<file path="src/design/dcs_pkg.sv">
`default_nettype none
package dcs_pkg;

	localparam int unsigned CFG_IDX_W = 2;
	localparam int unsigned CFG_DATA_W = 16;

	localparam logic [CFG_IDX_W-1:0] CFG_QUERY_LEFT = 2'd0;
	localparam logic [CFG_IDX_W-1:0] CFG_QUERY_TOP = 2'd1;
	localparam logic [CFG_IDX_W-1:0] CFG_QUERY_RIGHT = 2'd2;
	localparam logic [CFG_IDX_W-1:0] CFG_QUERY_BOTTOM = 2'd3;

	localparam int unsigned Q_DEPTH = 4;
	localparam int unsigned Q_PTR_W = 2;
	localparam int unsigned Q_CNT_W = 3;

	typedef struct packed {
		logic [3:0] output_index;
		logic output_active;
		logic has_mode;
		logic signed [15:0] pos_x;
		logic signed [15:0] pos_y;
		logic [14:0] mode_width;
		logic [14:0] mode_height;
		logic quarter_turn;
		logic is_primary;
		logic last_output;
	} in_word_t;

	typedef struct packed {
		logic found;
		logic [3:0] best_output;
		logic [31:0] best_area;
	} out_word_t;

	// classified word passed from front to back
	typedef struct packed {
		logic cand;
		logic primary;
		logic last;
		logic [3:0] idx;
		logic [15:0] sx;
		logic [15:0] sy;
	} cls_t;

	function automatic logic [15:0] span(input logic signed [15:0] a1,
			input logic signed [15:0] a2, input logic signed [15:0] b1,
			input logic signed [15:0] b2);
		logic signed [15:0] lo;
		logic signed [15:0] hi;
		logic [16:0] d;
		lo = (a1 > b1) ? a1 : b1;
		hi = (a2 < b2) ? a2 : b2;
		d = {hi[15], hi} - {lo[15], lo};
		if (lo >= hi) begin
			span = 16'd0;
		end else begin
			span = d[15:0];
		end
	endfunction

endpackage
`default_nettype wire

</file>
<file path="src/design/dcs_front.sv">
`default_nettype none
module dcs_front #(
	parameter int unsigned MAX_OUTPUTS = 16
) (
	input wire logic clk,
	input wire logic arst_n,
	input wire logic cfg_wen,
	input wire logic [dcs_pkg::CFG_IDX_W-1:0] cfg_idx,
	input wire logic [dcs_pkg::CFG_DATA_W-1:0] cfg_data,
	input wire logic item_valid,
	output logic item_stall,
	input wire dcs_pkg::in_word_t item,
	output logic push,
	output dcs_pkg::cls_t push_word,
	input wire logic q_full
);

	logic signed [15:0] qleft_q, qtop_q, qright_q, qbottom_q;
	logic s1_vld_q;
	dcs_pkg::cls_t s1_word_s1;
	logic need;
	logic [14:0] w, h;
	logic signed [15:0] x1, y1, x2, y2;
	logic [15:0] sx, sy;
	logic cand;

	always_ff @(posedge clk or negedge arst_n) begin
		if (!arst_n) begin
			qleft_q <= '0;
			qtop_q <= '0;
			qright_q <= '0;
			qbottom_q <= '0;
		end else if (cfg_wen) begin
			case (cfg_idx)
				dcs_pkg::CFG_QUERY_LEFT: qleft_q <= $signed(cfg_data);
				dcs_pkg::CFG_QUERY_TOP: qtop_q <= $signed(cfg_data);
				dcs_pkg::CFG_QUERY_RIGHT: qright_q <= $signed(cfg_data);
				dcs_pkg::CFG_QUERY_BOTTOM: qbottom_q <= $signed(cfg_data);
				default: ;
			endcase
		end
	end

	always_comb begin
		w = item.quarter_turn ? item.mode_height : item.mode_width;
		h = item.quarter_turn ? item.mode_width : item.mode_height;
		if (item.has_mode) begin
			x1 = $signed(item.pos_x);
			y1 = $signed(item.pos_y);
			x2 = $signed(item.pos_x + {1'b0, w});
			y2 = $signed(item.pos_y + {1'b0, h});
		end else begin
			x1 = '0;
			y1 = '0;
			x2 = '0;
			y2 = '0;
		end
		sx = dcs_pkg::span(x1, x2, qleft_q, qright_q);
		sy = dcs_pkg::span(y1, y2, qtop_q, qbottom_q);
		cand = item.output_active && (32'(item.output_index) < MAX_OUTPUTS);
	end

	// non-candidate (inactive or out-of-range index) non-final words are dropped here
	assign need = s1_word_s1.cand || s1_word_s1.last;
	assign item_stall = s1_vld_q && need && q_full;
	assign push = s1_vld_q && need && !q_full;
	assign push_word = s1_word_s1;

	always_ff @(posedge clk or negedge arst_n) begin
		if (!arst_n) begin
			s1_vld_q <= 1'b0;
		end else if (!item_stall) begin
			s1_vld_q <= item_valid;
		end
	end

	always_ff @(posedge clk) begin
		if (!item_stall) begin
			s1_word_s1.cand <= cand;
			s1_word_s1.primary <= item.is_primary;
			s1_word_s1.last <= item.last_output;
			s1_word_s1.idx <= item.output_index;
			s1_word_s1.sx <= sx;
			s1_word_s1.sy <= sy;
		end
	end

endmodule
`default_nettype wire

</file>
<file path="src/design/dcs_queue.sv">
`default_nettype none
module dcs_queue (
	input wire logic clk,
	input wire logic arst_n,
	input wire logic push,
	input wire dcs_pkg::cls_t push_word,
	output logic full,
	input wire logic pop,
	output logic empty,
	output dcs_pkg::cls_t head
);

	dcs_pkg::cls_t mem [dcs_pkg::Q_DEPTH];
	logic [dcs_pkg::Q_PTR_W-1:0] wr_ptr_q, rd_ptr_q;
	logic [dcs_pkg::Q_CNT_W-1:0] cnt_q;
	logic do_push, do_pop;

	assign full = (cnt_q == dcs_pkg::Q_CNT_W'(dcs_pkg::Q_DEPTH));
	assign empty = (cnt_q == '0);
	assign do_push = push && !full;
	assign do_pop = pop && !empty;
	assign head = mem[rd_ptr_q];

	always_ff @(posedge clk or negedge arst_n) begin
		if (!arst_n) begin
			wr_ptr_q <= '0;
			rd_ptr_q <= '0;
			cnt_q <= '0;
		end else begin
			if (do_push) begin
				wr_ptr_q <= wr_ptr_q + 1'b1;
			end
			if (do_pop) begin
				rd_ptr_q <= rd_ptr_q + 1'b1;
			end
			if (do_push && !do_pop) begin
				cnt_q <= cnt_q + 1'b1;
			end else if (do_pop && !do_push) begin
				cnt_q <= cnt_q - 1'b1;
			end
		end
	end

	always_ff @(posedge clk) begin
		if (do_push) begin
			mem[wr_ptr_q] <= push_word;
		end
	end

endmodule
`default_nettype wire

</file>
<file path="src/design/dcs_back.sv">
`default_nettype none
module dcs_back (
	input wire logic clk,
	input wire logic arst_n,
	input wire logic q_empty,
	input wire dcs_pkg::cls_t head,
	output logic pop,
	output logic result_valid,
	input wire logic result_stall,
	output dcs_pkg::out_word_t result
);

	logic s2_vld_q;
	logic s2_cand_s2, s2_primary_s2, s2_last_s2;
	logic [3:0] s2_idx_s2;
	logic [31:0] s2_area_s2;
	logic best_vld_q;
	logic [3:0] best_id_q;
	logic [31:0] best_area_q;
	logic out_vld_q;
	dcs_pkg::out_word_t out_q;
	logic fire, upd;
	logic n_vld;
	logic [3:0] n_id;
	logic [31:0] n_area;

	assign fire = s2_vld_q && !(s2_last_s2 && out_vld_q && result_stall);
	assign pop = !q_empty && (!s2_vld_q || fire);
	assign result_valid = out_vld_q;
	assign result = out_q;

	always_comb begin
		upd = s2_cand_s2 && ((s2_area_s2 > best_area_q) ||
			((s2_area_s2 == best_area_q) && s2_primary_s2));
		n_vld = upd ? 1'b1 : best_vld_q;
		n_id = upd ? s2_idx_s2 : best_id_q;
		n_area = upd ? s2_area_s2 : best_area_q;
	end

	always_ff @(posedge clk or negedge arst_n) begin
		if (!arst_n) begin
			s2_vld_q <= 1'b0;
			best_vld_q <= 1'b0;
			best_id_q <= '0;
			best_area_q <= '0;
			out_vld_q <= 1'b0;
		end else begin
			if (!s2_vld_q || fire) begin
				s2_vld_q <= !q_empty;
			end
			if (fire) begin
				if (s2_last_s2) begin
					best_vld_q <= 1'b0;
					best_id_q <= '0;
					best_area_q <= '0;
				end else begin
					best_vld_q <= n_vld;
					best_id_q <= n_id;
					best_area_q <= n_area;
				end
			end
			if (fire && s2_last_s2) begin
				out_vld_q <= 1'b1;
			end else if (!result_stall) begin
				out_vld_q <= 1'b0;
			end
		end
	end

	always_ff @(posedge clk) begin
		if (pop) begin
			s2_cand_s2 <= head.cand;
			s2_primary_s2 <= head.primary;
			s2_last_s2 <= head.last;
			s2_idx_s2 <= head.idx;
			s2_area_s2 <= 32'(head.sx) * 32'(head.sy);
		end
		if (fire && s2_last_s2) begin
			out_q.found <= n_vld;
			out_q.best_output <= n_vld ? n_id : 4'd0;
			out_q.best_area <= n_vld ? n_area : 32'd0;
		end
	end

endmodule
`default_nettype wire

</file>
<file path="src/design/display_coverage_select.sv">
// A result is registered once its last word has crossed the front register, queue and back stage; stalls delay it.
// Throughput: one descriptor word per cycle; the front register, a 4-entry queue and
// the multiply/compare stage each advance every cycle while nothing downstream stalls.
// Reset: arst_n clears the query registers, the running best and all valid flags;
// the block takes words in the first cycle after reset.
`default_nettype none
module display_coverage_select #(
	parameter int unsigned MAX_OUTPUTS = 16
) (
	input wire logic clk,
	input wire logic arst_n,
	input wire logic cfg_wen,
	input wire logic [dcs_pkg::CFG_IDX_W-1:0] cfg_idx,
	input wire logic [dcs_pkg::CFG_DATA_W-1:0] cfg_data,
	input wire logic item_valid,
	output logic item_stall,
	input wire dcs_pkg::in_word_t item,
	output logic result_valid,
	input wire logic result_stall,
	output dcs_pkg::out_word_t result
);

	logic push, q_full, q_empty, pop;
	dcs_pkg::cls_t push_word, head;

	dcs_front #(
		.MAX_OUTPUTS(MAX_OUTPUTS)
	) u_front (
		.clk(clk),
		.arst_n(arst_n),
		.cfg_wen(cfg_wen),
		.cfg_idx(cfg_idx),
		.cfg_data(cfg_data),
		.item_valid(item_valid),
		.item_stall(item_stall),
		.item(item),
		.push(push),
		.push_word(push_word),
		.q_full(q_full)
	);

	dcs_queue u_queue (
		.clk(clk),
		.arst_n(arst_n),
		.push(push),
		.push_word(push_word),
		.full(q_full),
		.pop(pop),
		.empty(q_empty),
		.head(head)
	);

	dcs_back u_back (
		.clk(clk),
		.arst_n(arst_n),
		.q_empty(q_empty),
		.head(head),
		.pop(pop),
		.result_valid(result_valid),
		.result_stall(result_stall),
		.result(result)
	);

endmodule
`default_nettype wire
</file>
<file path="config.mk">
export PLATFORM = sky130hd
export DESIGN_NAME = display_coverage_select
export DESIGN_NICKNAME = d
export VERILOG_FILES = /design/src/design/dcs_pkg.sv /design/src/design/dcs_front.sv /design/src/design/dcs_queue.sv /design/src/design/dcs_back.sv /design/src/design/display_coverage_select.sv
export SDC_FILE = /design/constraint.sdc
export NUM_CORES = 1
export LEC_CHECK = 0
export BUFFER_PORTS_ARGS = -buffer_cell sky130_fd_sc_hd__buf_4
export CORE_MARGIN = 1
export CORE_UTILIZATION = 40
export DETAILED_ROUTE_END_ITERATION = 8
export REMOVE_ABC_BUFFERS = 1
export SYNTH_ARGS = -nofsm -noshare
export SYNTH_HDL_FRONTEND = slang
export SYNTH_SLANG_ARGS = --single-unit
</file>
<file path="constraint.sdc">
create_clock -name clk -period 14.5 [get_ports clk]
set_input_delay 4.35 -clock clk [delete_from_list [all_inputs] [get_ports clk]]
set_output_delay 4.35 -clock clk [all_outputs]
set_load 0.03 [all_outputs]
</file>
* Yosys cells after proc, flatten, opt, wreduce, memory -nomap -nowiden
Memories as Yosys holds them, arrays and structs flattened.
Index checks and enable logic that the tools add are counted.
** Word-level totals
- Bits of input ports :: 94
- RAM bits :: 156
- Output and inout port bits :: 39
- Register bits :: 226
- Memories :: 1
** Memories
- u_queue.mem :: words 4, width 39, read ports 1, clocked after Yosys merged registers in 0, wr ports 1, line dcs_queue.sv:13 : dcs_pkg::cls_t mem [dcs_pkg::Q_DEPTH];
** Operators by class
- Reductions and logical operators :: 30
- Add/subtract/negate cells :: 8
- $mul :: 1
- Eq/ne operators :: 6
- Multiplexer cells :: 22
- Magnitude comparators :: 7
** Operators by type and width (number)
- 2-to-1 mux 16 bit :: 8
- 2-to-1 mux 32 bit :: 2
- adder 16 x 15 -> 16 bit :: 2
- == test 32 bit :: 1
- >= comparator 16 bit :: 2
- > comparator 16 bit :: 2
- > comparator 32 bit :: 1
- less-than comparator 16 bit :: 2
- multiplier 16 x 16 -> 32 bit :: 1
- subtractor 16 bit :: 2
- 2-to-1 mux 15 bit :: 2
- logical AND 1 bit :: 14
- 2-to-1 mux 4 bit :: 2
- AND reduction 2 bit :: 4
- logical NOT 1 bit :: 6
- 2-to-1 mux 1 bit :: 6
- 2-to-1 mux 3 bit :: 2
- adder 2 x 1 -> 2 bit, second input constant :: 2
- == test 2 bit, second input constant :: 2
- adder 3 x 1 -> 3 bit, second input constant :: 1
- == test 3 bit, second input constant :: 1
- logical NOT 3 bit :: 1
- logical OR 1 bit :: 3
- subtractor 3 x 1 -> 3 bit, second input constant :: 1
- other kinds (4) :: 4

* Depth between registers and ports, before layout
- Depth after elaboration :: 10
- Gate-level depth with buffers :: 36
- Gate-level depth less buffers :: 33

* Hierarchy
A second synthesis with hierarchy kept.
** Second synthesis, totals
- Cell total of the unflattened synthesis :: 2602
- Area total of the unflattened synthesis :: 29116.7 µm²
** Modules (own cells, without submodules)
- dcs_back :: area each 13470.4 µm², cells each 1372, instances 1
- dcs_front :: area each 9542.9 µm², cells each 990, instances 1
- dcs_queue :: area each 6103.4 µm², cells each 240, instances 1

* Least setup slack after synthesis
OpenSTA, ideal clock, no wires.
- Path type :: input to register
- From :: in item[2] in the netlist's numbering
- To :: reg u_front.s1_word_s1 (netlist bit u_front.push_word[18]) (data pin)
- Stages :: 33
- Path slack :: 3556 ps
- Arrival :: 10690 ps
- Buffers on the path :: 3
- Cells stage by stage :: clkbuf_1 -> mux2_2 -> ha_1 -> fa_1 -> a21o_1 -> a21oi_1 -> o21bai_1 -> a21oi_1 -> o21bai_1 -> a21oi_1 -> xnor2_1 -> and2_1 -> ha_1 -> a21o_1 -> a21oi_1 -> nor2b_1 -> o21ai_0 -> a21oi_1 -> nor3_1 -> a31oi_2 -> buf_2 -> mux2_2 -> fa_1 -> a21o_1 -> a21o_1 -> a21oi_1 -> o21ai_1 -> a311oi_2 -> nor2_1 -> o32a_1 -> a21oi_4 -> buf_4 -> nor2_1
** Between the ends
- Cells in the longest elaborated chain, start to end :: 6
- Elaborated cells between the ends (all ways) :: 7
- Those cells by class :: add/sub: 2; order compare: 2; mux: 3
** RTL lines
- from (decl) :: line display_coverage_select.sv:17 : input wire dcs_pkg::in_word_t item,
- 2-to-1 mux 15 bit (*) :: line dcs_front.sv:45 : w = item.quarter_turn ? item.mode_height : item.mode_width;
- adder 16 x 15 -> 16 bit (*) :: line dcs_front.sv:50 : x2 = $signed(item.pos_x + {1'b0, w});
- 2-to-1 mux 16 bit (*) :: line dcs_front.sv:47 : if (item.has_mode) begin
- less-than comparator 16 bit :: line dcs_pkg.sv:52 : hi = (a2 < b2) ? a2 : b2;
- 2-to-1 mux 16 bit (*) :: line dcs_pkg.sv:52
- subtractor 16 bit / >= comparator 16 bit (equally long branches) :: line dcs_pkg.sv:53, dcs_pkg.sv:54
- to (decl) :: line dcs_front.sv:20 : dcs_pkg::cls_t s1_word_s1;
Mark *: on every way between the ends. The rest lies on a longest branch, timed or not.
A chain may end at the register's enable or synchronous reset.

* Final worst setup path
- From :: in item[2] in the netlist's numbering
- To :: reg u_front.s1_word_s1 (netlist bit u_front.push_word[7]) (data pin)
** Between the ends
- Cells in the longest elaborated chain, start to end :: 6
- Elaborated cells between the ends (all ways) :: 7
- Those cells by class :: add/sub: 2; order compare: 2; mux: 3
** RTL lines
- 2-to-1 mux 15 bit (*) :: line dcs_front.sv:46 : h = item.quarter_turn ? item.mode_width : item.mode_height;
- adder 16 x 15 -> 16 bit (*) :: line dcs_front.sv:51 : y2 = $signed(item.pos_y + {1'b0, h});
- 2-to-1 mux 16 bit (*) :: line dcs_front.sv:47
- less-than comparator 16 bit :: line dcs_pkg.sv:52
- 2-to-1 mux 16 bit (*) :: line dcs_pkg.sv:52
- subtractor 16 bit / >= comparator 16 bit (equally long branches) :: line dcs_pkg.sv:53, dcs_pkg.sv:54
Marked as above.

==> reports/qor.csv <==
stage;metric;value;unit
status;status;completed;
sta;period_needed;11.40;ns
drt;number_of_iterations_in_the_first_detailed_routing_pass;6;
setup_path;crit_path_end_kind;flop;
setup_path;timing.rr.start;u_queue.rd_ptr_q[0];
worst_hold_path;hp-class;reg2reg;
clock_tree;cts.sinks;382;
place;dpl.hpwl;53000;um
global_route;globalRoute.totalOverflow;0;
clock_tree;postCtsHoldBufs;0;
setup_path;path_max_fanout;30;
clock_tree;postCtsSetupRepairBufs;0;
setup_path;worst-r2r-setup-slack;6.39;ns
yosys;post_synth_instance_area;29200;um^2
yosys;compound_gate_fraction_of_synth_area;8.53;%
sta;fmax;0.0877;GHz
sta;post-route-period-util;78.6;%
setup_path;required_time_worst_endpoint;14.79;ns
sta;worst_slew_pin_slew;1.21;ns
yosys;postSynth.asyncResetShare;29.1;%
drt;detailroute.via_count;19587;
setup_path;setup.worst_path.start;item[2];
cells_and_area;drive_gt1_share;13.6;%
global_route;grt_start_max_net_pins;66;
sta;fin_skew;0.0382;ns
yosys;ys_seq_area_share;37.4;%
place;gpl.final_weighted_congestion;0.896;
yosys;netlist-cell-type-count;75;
yosys;syn-mean-instance-area;10.9;um^2
floorplan;pin_count;133;
drt;route.detailed.drc;0;
yosys;ys.warnings.count;0;
sta;unrepaired_setup_endpoints_after_global_routing;no;
yosys;ys.flop_type;edfxtp_1;
drt;post_dr_vias_cell;5.21;
clock_tree;cts_tree;done;
global_route;groute.layer.met2.usage;33.7;%
clock_tree;clkTransAtPathRegs;0.06;ns
clock_tree;ctsHtreeMaxLevel;2;
place;port_buffers;132;
sta;setup-tns-final;0;ns
clock_tree;insertion_delay_to_the_later_sink_of_the_worst_skew_pair;0.57;ns
yosys;synthCells;2671;
yosys;ys_ff_latch;382;
drt;final_antenna_net_count;0;
flow_run;cap_viol_max_count;0;
yosys;synth-edff-count;271;
floorplan;fp.dieArea;74100;um^2
setup_path;worst-r2r-cell-count;23;
setup_path;cp_slowest_cell;o32ai_4;
sta;slew_headroom;18.9;%
drt;initialDrtViolationCount;1092;
cells_and_area;final.fill_count;6701;
setup_path;worstSetupPathType;in2reg;
cells_and_area;layout_commonest_cell;inv_1;
sta;timing_max_transition_violations_final;0;
clock_tree;cts_buffers;43;
yosys;mux_contribution_to_synthesized_area;9.18;%
yosys;synthSimpleGateAreaFrac;11.0;%
clock_tree;clock_tree.root_cell;clkbuf_16;
yosys;post_synth_xor_area_fraction;2.34;%
cells_and_area;final_net_count;3332;
worst_hold_path;worst_hold_startpoint;u_front.push_word[12];
setup_path;critical_path_arrival;11.69;ns
global_route;grt.total_usage;19.0;%
yosys;combinational_family_with_the_most_area_after_synthesis;adder cells;
floorplan;die_height;272;um
setup_path;path_common_cell;a21o_1;
global_route;met3_usage;2.30;%
setup_path;start_kind;input pin;
cells_and_area;area_growth;11.7;%
clock_tree;cts_repair_resize_count;0;
floorplan;start_util;40.6;%
worst_hold_path;hold-path-cell-count;0;
sta;hold_violations;0;
global_route;via_count_of_the_first_global_routing_pass;20823;
cells_and_area;layout.cells.most_common_list;412 x inv_1, 271 x edfxtp_1, 265 x ha_1, 248 x nand2_1, 199 x fa_1;
floorplan;floorplan.rows;98;
global_route;grt_pass1_wl;111000;um
global_route;gr-max-usage-layer;met2;
cells_and_area;final_util;45.4;%
drt;final_routed_wirelength_across_all_metal_layers;69500;um
cells_and_area;diodes;0;
setup_path;cp_slowest_stage_delay;0.75;ns
global_route;met1_use_gr;23.6;%
clock_tree;cts_buffer_depth;3;
floorplan;die_x;272;um
yosys;synthesized_area_fraction_occupied_by_adder_cells;25.0;%
global_route;antenna_violations_before_repair;1;
drt;post_drt_wl_per_cell;18.5;um
floorplan;design.core.area;71900;um^2
sta;setup_viol_count_final;0;
==> cell usage after synthesis, drive strengths merged, types with 12 or more instances <==
library cell	n	share of area (%)
and3	12	0.26
inv	412	5.3
xor2	24	0.72
clkbuf	65	0.84
ha	265	11
o21ai	119	2.1
nor2	97	1.2
nor2b	29	0.62
o21a	27	0.69
mux2i	62	2.1
a22o	31	0.93
dfrtp	111	9.5
fa	199	14
nand3	53	0.91
edfxtp	271	28
nor3	24	0.41
nand2	248	3.2
a21o	44	1.1
buf	24	0.48
mux2	117	4.5
mux4	33	2.5
a21oi	78	1.4
xnor2	54	1.6
and2	135	2.9
nand4	23	0.49
==> per-stage QoR <==
stage	cell area, um^2	worst slack [ns]	hold WS, ns	std cells
4_1_cts	32600	3.14	0.499	3758
3_5_place_dp	31100	2.54	0.485	3679
5_1_grt	32600	2.60	0.512	3758
2_1_floorplan	28800	3.74	0.459	2582
6_report	32600	3.10	0.499	3758
3_3_place_gp	31100	2.68	0.471	3679
==> flip-flops by register name (all words and copies together) (netlist names), 2 cells and up <==
name,count
u_queue.wr_ptr_q,2
u_front.push_word,39
u_back.s2_area_s2,32
u_front.qbottom_q,16
u_queue.mem,156
u_back.best_id_q,4
u_back.result,37
u_back.best_area_q,32
u_front.qleft_q,16
u_front.qright_q,16
u_front.qtop_q,16
u_back.s2_idx_s2,4
u_queue.rd_ptr_q,2
u_queue.cnt_q,3
==> critical path: cells and delay by family <==
family / cells / cell delay (ns)
adders and majority gates: 5 / 1.53
xor gates and xnor gates: 1 / 0.16
muxes: 2 / 0.68
AOI/OAI and AO/OA: 15 / 4.02
buffers and inverters: 2 / 0.37
and+or+nand+nor: 5 / 0.55
==> area by class of cell <==
type                    count  area [um^2]  share of cell area, %
repair buffers            147         1100                   3.38
clock buffers              59         1190                   3.64
flip-flops and latches    382        10900                   33.5
clock inverters            20          300                  0.921
inverters                 412         1550                   4.74
well taps                 950         1190                   3.64
multi-input cells        1788        16400                   50.2
==> cells by family after synthesis <==
group                      Yosys count
AOI/OAI and AO/OA                  373
xor gates and xnor gates            78
adders and majority gates          464
buffers and inverters              501
DFF                                382
muxes                              212
and+or+nand+nor                    661
==> routing by layer <==
layer  part of all wire (%)  vias up
li1                       -     9284
met3                    3.7      125
met4                    3.6        2
met2                     50      434
met1                     43     9742
met5                  0.019        -
==> worst paths after layout <==
| kind | end |
|---|---|
| setup / recovery | u_front.push_word[7] |
| hold / removal | u_queue.mem[1][12] |
| setup reg to reg | u_back.s2_area_s2[31] |
| hold reg to reg | u_queue.mem[1][12] |
| max in group asynchronous | u_front.qleft_q[10] |
| min in group asynchronous | u_back.best_area_q[6] |
Power is not shown: default switching activity piles up to over one toggle a cycle in this logic, so the estimate is an artifact.
